**config.mk**
```make
export PLATFORM = sky130hd
export DESIGN_NAME = card_deck_shuffler_flat
export DESIGN_NICKNAME = d
export VERILOG_FILES = /design/src/hdl/cds_pkg.sv /design/src/hdl/cds_if.sv /design/src/hdl/card_deck_shuffler.sv /design/src/hdl/cds_ram.sv /design/src/flat_wrapper.sv
export SDC_FILE = /design/constraint.sdc
export NUM_CORES = 1
export LEC_CHECK = 0
export ABC_AREA = 1
export BUFFER_PORTS_ARGS = -buffer_cell sky130_fd_sc_hd__buf_4
export CAP_MARGIN = 10
export CORE_AREA = 2 2 232 234
export CTS_CLUSTER_SIZE = 8
export DETAILED_ROUTE_END_ITERATION = 10
export DIE_AREA = 0 0 234 236
export SLEW_MARGIN = 20
export SYNTH_ARGS = -nofsm -noshare
export SYNTH_HDL_FRONTEND = slang
export SYNTH_SLANG_ARGS = --single-unit
```
**constraint.sdc**
```tcl
create_clock -name clk_i -period 3.6 [get_ports clk_i]
set_input_delay 0.18 -clock clk_i [delete_from_list [all_inputs] [get_ports clk_i]]
set_output_delay 0.18 -clock clk_i [all_outputs]
set_load 0.1 [all_outputs]
```
**src/hdl/cds_pkg.sv**
```systemverilog
// Shared constants and types for the card deck shuffler.
`timescale 1ns / 1ps
`default_nettype none
package cds_pkg;

  localparam int unsigned SUITS     = 4;
  localparam int unsigned RANKS     = 13;
  localparam int unsigned DECK_SIZE = SUITS * RANKS;
  localparam int unsigned ADDR_W    = (DECK_SIZE > 1) ? $clog2(DECK_SIZE) : 1;
  localparam int unsigned DIV_W     = $clog2(DECK_SIZE + 1);
  localparam int unsigned WORD_W    = 32;
  localparam int unsigned CNT_W     = $clog2(WORD_W);
  localparam int unsigned FIELD_W   = 6;

  typedef logic [ADDR_W-1:0]  addr_t;
  typedef logic [DIV_W-1:0]   dvs_t;
  typedef logic [DIV_W:0]     trial_t;
  typedef logic [WORD_W-1:0]  word_t;
  typedef logic [CNT_W-1:0]   cnt_t;
  typedef logic [FIELD_W-1:0] field_t;

  localparam addr_t TOP_POS  = addr_t'(DECK_SIZE - 1);
  localparam cnt_t  CNT_LAST = cnt_t'(WORD_W - 1);

endpackage
`default_nettype wire

```
**src/hdl/cds_if.sv**
```systemverilog
// Valid/ready channel interfaces for the card deck shuffler.
`timescale 1ns / 1ps
`default_nettype none
interface cds_in_if;
  logic                 valid;
  logic                 ready;
  cds_pkg::word_t       random_word;

  modport source (output valid, output random_word, input ready);
  modport sink   (input valid, input random_word, output ready);
endinterface

interface cds_out_if;
  logic                 valid;
  logic                 ready;
  cds_pkg::field_t      card;
  cds_pkg::field_t      slot;
  logic                 pass_done;

  modport source (output valid, output card, output slot, output pass_done, input ready);
  modport sink   (input valid, input card, input slot, input pass_done, output ready);
endinterface
`default_nettype wire

```
**src/hdl/card_deck_shuffler.sv**
```systemverilog
// Top level of the card deck shuffler: Fisher-Yates steps on a stored deck.
//
// Each random word drives one Fisher-Yates step on a 52-card deck held in a
// RAM: j = word mod (position+1), entries j and position are swapped and the
// card fixed at position is emitted; the step at position 1 also emits
// position 0 with pass_done set, and the next pass starts again at the top.
// A step runs through the bit-serial restoring modulo unit (one word bit per
// cycle), then a read and two writes on the single RAM write port, and then
// loads the output register. The step at position 1 passes through ST_RD0
// and ST_OUT2 for its second result. Input is accepted only while the
// sequencer is idle, which it enters in the cycle after the last result of
// a step is loaded. A waiting result holds the next step only in its output
// states. After reset the deck reads as card k at entry k, tracked by
// per-entry valid bits, so no clearing pass is needed.
`timescale 1ns / 1ps
`default_nettype none
module card_deck_shuffler (
  input  wire logic  clk_i,
  input  wire logic  rst_ni,
  cds_in_if.sink     in_i,
  cds_out_if.source  out_o
);

  typedef enum logic [2:0] {
    ST_IDLE, ST_DIV, ST_RD, ST_WR1, ST_WR2, ST_OUT1, ST_RD0, ST_OUT2
  } state_e;

  state_e                         state_q;
  cds_pkg::word_t                 word_q;
  cds_pkg::dvs_t                  rem_q;
  cds_pkg::cnt_t                  cnt_q;
  cds_pkg::addr_t                 pos_q;
  cds_pkg::addr_t                 j_q;
  cds_pkg::addr_t                 held_q;
  logic [cds_pkg::DECK_SIZE-1:0]  valid_q;

  cds_pkg::addr_t                 ra_a_d, ra_a_q, ra_b_q;
  logic                           va_q, vb_q;
  cds_pkg::addr_t                 rd_a, rd_b, card_a, card_b;

  logic                           we;
  cds_pkg::addr_t                 wa, wd;

  cds_pkg::dvs_t                  divisor;
  cds_pkg::trial_t                trial, trial_sub;
  cds_pkg::dvs_t                  rem_d;

  logic                           out_valid_q;
  cds_pkg::field_t                out_card_q, out_slot_q;
  logic                           out_last_q;
  logic                           out_free;
  logic                           out_load;

  // modulo step: shift in one word bit, subtract divisor when it fits
  assign divisor   = cds_pkg::dvs_t'(pos_q) + cds_pkg::dvs_t'(1);
  assign trial     = {rem_q, word_q[cds_pkg::WORD_W-1]};
  assign trial_sub = trial - {1'b0, divisor};
  assign rem_d     = (trial >= {1'b0, divisor}) ? cds_pkg::dvs_t'(trial_sub)
                                                : cds_pkg::dvs_t'(trial);

  assign ra_a_d = (state_q == ST_RD) ? j_q : '0;

  always_comb begin
    we = 1'b0;
    wa = j_q;
    wd = card_b;
    case (state_q)
      ST_WR1: begin
        we = 1'b1;
        wa = j_q;
        wd = card_b;
      end
      ST_WR2: begin
        we = 1'b1;
        wa = pos_q;
        wd = held_q;
      end
      default: begin
        we = 1'b0;
      end
    endcase
  end

  cds_ram #(
    .WIDTH (cds_pkg::ADDR_W),
    .DEPTH (cds_pkg::DECK_SIZE)
  ) u_deck (
    .clk_i  (clk_i),
    .we_i   (we),
    .wa_i   (wa),
    .wd_i   (wd),
    .ra_a_i (ra_a_d),
    .ra_b_i (pos_q),
    .rd_a_o (rd_a),
    .rd_b_o (rd_b)
  );

  // unwritten entries hold their own index
  assign card_a = va_q ? rd_a : ra_a_q;
  assign card_b = vb_q ? rd_b : ra_b_q;

  always_ff @(posedge clk_i) begin
    ra_a_q <= ra_a_d;
    ra_b_q <= pos_q;
  end

  assign out_free   = !out_valid_q || out_o.ready;
  assign out_load   = out_free && ((state_q == ST_OUT1) || (state_q == ST_OUT2));
  assign in_i.ready = (state_q == ST_IDLE);

  assign out_o.valid     = out_valid_q;
  assign out_o.card      = out_card_q;
  assign out_o.slot      = out_slot_q;
  assign out_o.pass_done = out_last_q;

  always_ff @(posedge clk_i or negedge rst_ni) begin
    if (!rst_ni) begin
      state_q     <= ST_IDLE;
      pos_q       <= cds_pkg::TOP_POS;
      valid_q     <= '0;
      va_q        <= 1'b0;
      vb_q        <= 1'b0;
      out_valid_q <= 1'b0;
      word_q      <= '0;
      rem_q       <= '0;
      cnt_q       <= '0;
      j_q         <= '0;
      held_q      <= '0;
      out_card_q  <= '0;
      out_slot_q  <= '0;
      out_last_q  <= 1'b0;
    end else begin
      va_q <= valid_q[ra_a_d];
      vb_q <= valid_q[pos_q];
      if (we) begin
        valid_q[wa] <= 1'b1;
      end
      if (out_load) begin
        out_valid_q <= 1'b1;
      end else if (out_o.ready) begin
        out_valid_q <= 1'b0;
      end
      case (state_q)
        ST_IDLE: begin
          if (in_i.valid) begin
            word_q  <= in_i.random_word;
            rem_q   <= '0;
            cnt_q   <= cds_pkg::CNT_LAST;
            state_q <= ST_DIV;
          end
        end
        ST_DIV: begin
          rem_q  <= rem_d;
          word_q <= {word_q[cds_pkg::WORD_W-2:0], 1'b0};
          cnt_q  <= cnt_q - cds_pkg::cnt_t'(1);
          if (cnt_q == '0) begin
            j_q     <= cds_pkg::addr_t'(rem_d);
            state_q <= ST_RD;
          end
        end
        ST_RD: begin
          state_q <= ST_WR1;
        end
        ST_WR1: begin
          held_q  <= card_a;
          state_q <= ST_WR2;
        end
        ST_WR2: begin
          state_q <= ST_OUT1;
        end
        ST_OUT1: begin
          if (out_free) begin
            out_card_q  <= cds_pkg::field_t'(held_q);
            out_slot_q  <= cds_pkg::field_t'(pos_q);
            out_last_q  <= (pos_q == '0);
            if (pos_q == '0) begin
              pos_q   <= cds_pkg::TOP_POS;
              state_q <= ST_IDLE;
            end else if (pos_q == cds_pkg::addr_t'(1)) begin
              state_q <= ST_RD0;
            end else begin
              pos_q   <= pos_q - cds_pkg::addr_t'(1);
              state_q <= ST_IDLE;
            end
          end
        end
        ST_RD0: begin
          state_q <= ST_OUT2;
        end
        ST_OUT2: begin
          if (out_free) begin
            out_card_q  <= cds_pkg::field_t'(card_a);
            out_slot_q  <= '0;
            out_last_q  <= 1'b1;
            pos_q       <= cds_pkg::TOP_POS;
            state_q     <= ST_IDLE;
          end
        end
        default: begin
          state_q <= ST_IDLE;
        end
      endcase
    end
  end

endmodule
`default_nettype wire

```
**src/hdl/cds_ram.sv**
```systemverilog
// Generic RAM: one write port, two registered read ports.
`timescale 1ns / 1ps
`default_nettype none
module cds_ram #(
  parameter int unsigned WIDTH = 8,
  parameter int unsigned DEPTH = 16
) (
  input  wire logic                                         clk_i,
  input  wire logic                                         we_i,
  input  wire logic [((DEPTH > 1) ? $clog2(DEPTH) : 1)-1:0] wa_i,
  input  wire logic [WIDTH-1:0]                             wd_i,
  input  wire logic [((DEPTH > 1) ? $clog2(DEPTH) : 1)-1:0] ra_a_i,
  input  wire logic [((DEPTH > 1) ? $clog2(DEPTH) : 1)-1:0] ra_b_i,
  output logic      [WIDTH-1:0]                             rd_a_o,
  output logic      [WIDTH-1:0]                             rd_b_o
);

  logic [WIDTH-1:0] mem_q [DEPTH];

  always_ff @(posedge clk_i) begin
    if (we_i) begin
      mem_q[wa_i] <= wd_i;
    end
    rd_a_o <= mem_q[ra_a_i];
    rd_b_o <= mem_q[ra_b_i];
  end

endmodule
`default_nettype wire

```
**src/flat_wrapper.sv**
```systemverilog
// flat-port wrapper written by rule: the top's interface ports become plain ports
module card_deck_shuffler_flat 
  (clk_i, rst_ni, in_i_valid, in_i_random_word, in_i_ready, out_o_valid, out_o_card, out_o_slot, out_o_pass_done, out_o_ready);
  cds_in_if in_i_i ();
  cds_out_if out_o_i ();
  input  wire logic clk_i;
  input  wire logic rst_ni;
  input wire logic [$bits(in_i_i.valid)-1:0] in_i_valid;
  input wire logic [$bits(in_i_i.random_word)-1:0] in_i_random_word;
  output wire logic [$bits(in_i_i.ready)-1:0] in_i_ready;
  output wire logic [$bits(out_o_i.valid)-1:0] out_o_valid;
  output wire logic [$bits(out_o_i.card)-1:0] out_o_card;
  output wire logic [$bits(out_o_i.slot)-1:0] out_o_slot;
  output wire logic [$bits(out_o_i.pass_done)-1:0] out_o_pass_done;
  input wire logic [$bits(out_o_i.ready)-1:0] out_o_ready;
  assign in_i_i.valid = in_i_valid;
  assign in_i_i.random_word = in_i_random_word;
  assign in_i_ready = in_i_i.ready;
  assign out_o_valid = out_o_i.valid;
  assign out_o_card = out_o_i.card;
  assign out_o_slot = out_o_i.slot;
  assign out_o_pass_done = out_o_i.pass_done;
  assign out_o_i.ready = out_o_ready;
  card_deck_shuffler u_core (.clk_i(clk_i), .rst_ni(rst_ni), .in_i(in_i_i), .out_o(out_o_i));
endmodule
```
After elaboration in Yosys (flattened, before gate mapping)
Memory sizes are Yosys's and may differ from the RTL's. A register that Yosys moved wholly into a read port is not among the register bits.
Cells that the tools add are included.
W data, S select, Z words.
{"block": "word_totals", "register_bits": 144, "ramBits": 312, "inputBits": 36, "mem_count": 1}
{"memory": "u_core.u_deck.mem_q", "depth": 52, "width": 6, "rd": 2, "rd_clocked_by_memory_dff": 2, "write_ports": 1, "line_no": "cds_ram.sv:18", "text": "logic [WIDTH-1:0] mem_q [DEPTH];"}
{"block": "classes", "n_addsub": 4, "n_lt_le_gt_ge": 5, "n_eq_ne": 13, "muxes": 44, "bitwise": 1, "n_reduce_logical": 17}
{"operator": "$mux W6", "count": 15}
{"operator": "$pmux W32 S2", "count": 1}
{"operator": "$or A52 B52 Y52", "count": 1}
{"operator": "$pmux W6 S2", "count": 4}
{"operator": "$mux W32", "count": 1}
{"operator": "$pmux W3 S8", "count": 1}
{"operator": "$lt A6 B7 Y1 const B", "count": 3}
{"operator": "$mux W3", "count": 6}
{"operator": "$bmux W1 S6", "count": 2}
{"operator": "$eq A3 B3 Y1 const B", "count": 4}
{"operator": "$mux W1", "count": 10}
{"operator": "$pmux W5 S2", "count": 1}
{"operator": "$reduce_and A4 Y1", "count": 2}
{"operator": "$ge A7 B6 Y1", "count": 1}
{"operator": "$add A6 B1 Y6 const B", "count": 1}
{"operator": "$demux W1 S6", "count": 1}
{"operator": "$eq A3 B2 Y1 const B", "count": 2}
{"operator": "$eq A6 B1 Y1 const B", "count": 1}
{"operator": "$ge A6 B1 Y1 const B", "count": 1}
{"operator": "$logic_not A6 Y1", "count": 1}
{"operator": "$ne A2 B1 Y1 const B", "count": 3}
{"operator": "$reduce_bool A2 Y1", "count": 3}
{"operator": "$sub A6 B1 Y6 const B", "count": 1}
{"operator": "$sub A6 B6 Y6", "count": 1}
{"operator": "14 further kinds", "count": 17}

Longest topological paths before layout
{"block": "depth", "ltp_word": 7, "depth_mapped": 20, "depth_no_buf": 16}

Hierarchy
From an unflattened synthesis, not the netlist that was laid out.
{"block": "unflattened", "cells_unflattened": 2696, "hier_area_um2": 23717.7}
{"mod": "cds_ram", "n_inst": 1, "cells_each": 1797, "area_each_um2": 16372.0, "seq_area_each_um2": 9609.2}
{"mod": "card_deck_shuffler", "n_inst": 1, "cells_each": 899, "area_each_um2": 7345.8, "seq_area_each_um2": 3548.4}

Least setup slack after synthesis
Ideal clock, no wire load.
{"block": "synth_timing", "path_type": "reg2reg", "from": "register u_core.state_q[0]", "to": "memory u_core.u_deck.mem_q[0][0] in the netlist's numbering (data pin)", "setup_time_ps": 609, "arrival_ps": 3167, "slack_ps": -176, "path_stages_with_launch": 8, "path_buffers": 2, "path_cell_list": "dfrtp_1 -> nor2_1 -> inv_2 -> nor2_4 -> inv_4 -> buf_6 -> clkbuf_1 -> o21ai_0"}
{"block": "synth_via", "elab_chain_len": 2}
{"item": "start: declaration", "line_no": "card_deck_shuffler.sv:28", "text": "state_e state_q;"}
{"item": "start signal: assignment", "line_no": "card_deck_shuffler.sv:118", "text": "state_q <= ST_IDLE;"}
{"item": "start signal: assignment", "line_no": "card_deck_shuffler.sv:149", "text": "state_q <= ST_DIV;"}
{"item": "start signal: assignment", "line_no": "card_deck_shuffler.sv:158", "text": "state_q <= ST_RD;"}
{"item": "$eq A3 B3 Y1", "line_no": "card_deck_shuffler.sv:67", "text": "case (state_q)"}
{"item": "$mux W6", "line_no": "card_deck_shuffler.sv:67"}
{"item": "via u_core.u_deck.wd_i[0]", "line_no": "cds_ram.sv:11", "text": "input wire logic [WIDTH-1:0] wd_i,"}
{"item": "end: declaration", "line_no": "cds_ram.sv:18"}
The timed path passes the listed nets, and every way through them passes these cells.

==> impl_metrics.toml <==
[run_status]
outcome = "finished, final reports clean"

[clock_tree]
cts_tree = "done"
cts_resized = 0
cts-root-buf = "clkbuf_16"
clk_pin_slew_ns = 0.05
cts_htree_levels = 3
clk_latency_ns = 0.61
ctsLongestPathBuffers = 3
clock-sinks = 468
numCtsBuffers = 68

[power]
power_leakage_nw = 11.0
peakVddDrop_mv = 0.589
power.density_mw_per_mm2 = 818
power_mw = 22.2

[final_layout]
layout-drive-gt1-share_pct = 9.91
multi_input_area_mm2 = 0.00844
syn_to_final_growth_pct = 15.7
nets = 2746
seq_area_mm2 = 0.0132
antennaDiodeCount = 0
nFillCells = 4870
instances_no_fill = 3441

[placement]
place.gp.congestion = 0.921
place_inst = 3289
place_hpwl_um = 47600
port_buffers = 50

[setup_path]
crit_fanout = 70
reg2reg_depth = 8
cp-start-kind = "flip-flop"
reg2reg_to = "u_core.u_deck.rd_b_o[5]$_DFF_P_"
worstPathArrival_ns = 3.44
r2r_start = "u_core.pos_q[0]$_DFFE_PN1P_"
end_kind = "flip-flop"
r2r_slack_ns = 0.60
required_ns = 4.04
crit_type = "reg -> reg"

[floorplan]
coreArea_mm2 = 0.0531
die-area_mm2 = 0.0552
initial_core_util_pct = 44.1
rows = 85
ios = 51
die_x_um = 234
die_height_um = 236

[detailed_routing]
viasPerCell = 5.83
routed_wl_um = 77300
wl_per_cell_um = 22.5
drc = 0
ant_nets = 0
num_vias = 20100
first_pass_iters = 6
drtIter0Drc = 2872

[global_route]
grt_pass1_wl_um = 117000
globalRouteTotalUtil_pct = 28.1
antenna_found_initial = 0
gr-total-overflow = 0
grt_start_max_net_pins = 175
grt_pass1_vias = 19300

[sta]
slew_violations = 0
worst_slew_pin_slew_ns = 1.04
clock_skew_ns = 0.0221
hold_viol_final = 0
min_period_over_period_pct = 83.3
fin_crit_ns = 3.00
relSlewSlack_pct = 30.6
finalSetupViolations = 0
grt_setup_unrepaired = "no"
max_freq_ghz = 0.334

[hold_path]
hp-start = "in_i_random_word[21]"
hp-class = "in -> reg"
holdPathEnd = "u_core.word_q[21]$_DFFE_PN0P_"
min_path_cells = 3

[synthesis]
netlist_area_mm2 = 0.0234
synth_nets = 2680
yosysTopAreaCellShare_pct = 40.0
ys_seq_area_share_pct = 56.2
synth-seq-cells = 468
synth_largest_area_cell = "edfxtp_1"
yosysWarnings = 0
yosys-top-cells-area = "edfxtp_1, dfrtp_1, o21ai_0, nand2_1, nand3_1"
syn_inst = 2631
synth_cell_types = 48
syn_area_per_cell_um2 = 8.90

[run]
maxCapViolCount = 0
[what timing repair did]
item	in CTS	in global routing
buffers inserted	0	0
hold buffers	34	0
endpoints found under the hold margin	132	0
[worst max-delay path by stage]
| stage | startpoint | cells past startpoint | slack, ns | endpoint |
|---|---|---|---|---|
| 6_report | u_core.pos_q[0]$_DFFE_PN1P_ | 8 | 0.60 | u_core.u_deck.rd_b_o[5]$_DFF_P_ |
| 5_1_grt | u_core.pos_q[2]$_DFFE_PN0P_ | 11 | 0.35 | u_core.j_q[4]$_DFFE_PN0P_ |
| 4_1_cts | u_core.pos_q[2]$_DFFE_PN0P_ | 11 | 0.65 | u_core.j_q[4]$_DFFE_PN0P_ |
| 3_5_place_dp | u_core.pos_q[2]$_DFFE_PN0P_ | 11 | 0.67 | u_core.j_q[4]$_DFFE_PN0P_ |
| 3_3_place_gp | u_core.pos_q[2]$_DFFE_PN0P_ | 11 | 0.67 | u_core.j_q[4]$_DFFE_PN0P_ |
| 2_1_floorplan | u_core.state_q[0]$_DFFE_PN0P_ | 7 | -0.18 | u_core.u_deck.mem_q[0][0]$_DFFE_PP_ |
[synthesized netlist by cell type, drive strengths merged]
library cell and count:
edfxtp 312, xnor2 2, a21oi 170, o31ai 5
nand4 11, clkinv 1, o21ai 367, dfstp 4
o211ai 98, o22ai 8, mux2 6, dfxtp 24
buf 94, a22oi 1, a21o 1, nand3b 2
nand3 226, inv 287, nor2 261, fa 1
nand2 424, a31oi 8, nor3 36, xor2 6
clkbuf 89, a221oi 31, o2111ai 5, ha 12
dfrtp 128, or2 9, a211oi 1, o311ai 1
[registers in the layout (all words and copies together) (netlist names)]
register,flops
u_core.u_deck.mem_q,312
u_core.valid_q,52
u_core.word_q,32
u_core.held_q,6
u_core.j_q,6
u_core.out_o.card,6
u_core.out_o.slot,6
u_core.pos_q,6
u_core.ra_a_q,6
u_core.ra_b_q,6
u_core.rem_q,6
u_core.u_deck.rd_a_o,6
u_core.u_deck.rd_b_o,6
u_core.cnt_q,5
u_core.state_q,3
u_core.out_o.pass_done,1
u_core.out_o.valid,1
u_core.va_q,1
u_core.vb_q,1
[worst max-delay path: stages (launching register included)]
cell and delay, ns:
dfstp_4 0.65, buf_4 0.60, buf_4 0.66, a21oi_1 0.15, o21ai_0 0.11, nand3_1 0.09
o211ai_1 0.15, a21o_1 0.24, nand3_1 0.10
[per-layer routing]
layer  up-vias  routed length (um)  track usage, %
met5         -                   0               0
met4         0                2450            10.4
met3       166                7320            5.68
met2      1044               35400            43.9
met1      9710               32100            38.5
li1       9156                   -               -
[area by class of cell]
class	instances	share of cell area, %
Clock buffer	113	7.14
Inverter	288	4.02
Sequential cell	468	48.6
Tap cell	696	3.21
Multi-Input combinational cell	1692	31.1
Timing Repair Buffer	179	5.61
Clock inverter	5	0.282
[power breakdown]
part | switching [mW] | internal (mW) | total [mW]
sequential | 0.348 | 7.25 | 7.60
clock | 2.36 | 3.72 | 6.08
combinational | 6.32 | 2.16 | 8.48
[cell usage in the layout (no fill, tap or decap), types with 42 or more instances in the layout]
master,instances
inv_1,275
a21oi_1,170
o211ai_1,98
buf_4,137
nand2_1,422
clkbuf_1,42
o21ai_0,323
nor2_1,252
nand3_1,223
dfrtp_1,127
edfxtp_1,312
clkbuf_16,71
[logic make-up (layout without fill, tap and decap cells)]
kind of cell               count (synthesis)  in the layout  synth area share [%]
DFF                                      468            468                  56.2
muxes                                      6              6                 0.289
xor gates and xnor gates                   8              8                 0.299
adders and majority gates                 13             13                 0.727
AOI/OAI and AO/OA                        696            696                  16.8
buffers and inverters                    471            585                  8.12
and+or+nand+nor                          969            969                  17.6
[through the flow]
| step | setup slack (ns) | setup TNS (ns) | hold WS (ns) | utilization (%) | cell area (um2) |
|---|---|---|---|---|---|
| 5_1_grt | 0.353 | 0 | 0.0753 | 51.1 | 27100 |
| 6_report | 0.602 | 0 | 0.0291 | 51.1 | 27100 |
| 3_3_place_gp | 0.667 | 0 | 0.366 | 46.6 | 24700 |
| 2_1_floorplan | -0.176 | -54.95 | -0.116 | - | 23400 |
| 4_1_cts | 0.653 | 0 | 0.0209 | 51.1 | 27100 |
| 3_5_place_dp | 0.673 | 0 | 0.373 | 46.6 | 24700 |
No activity file was read; power rests on OpenSTA's default activity.
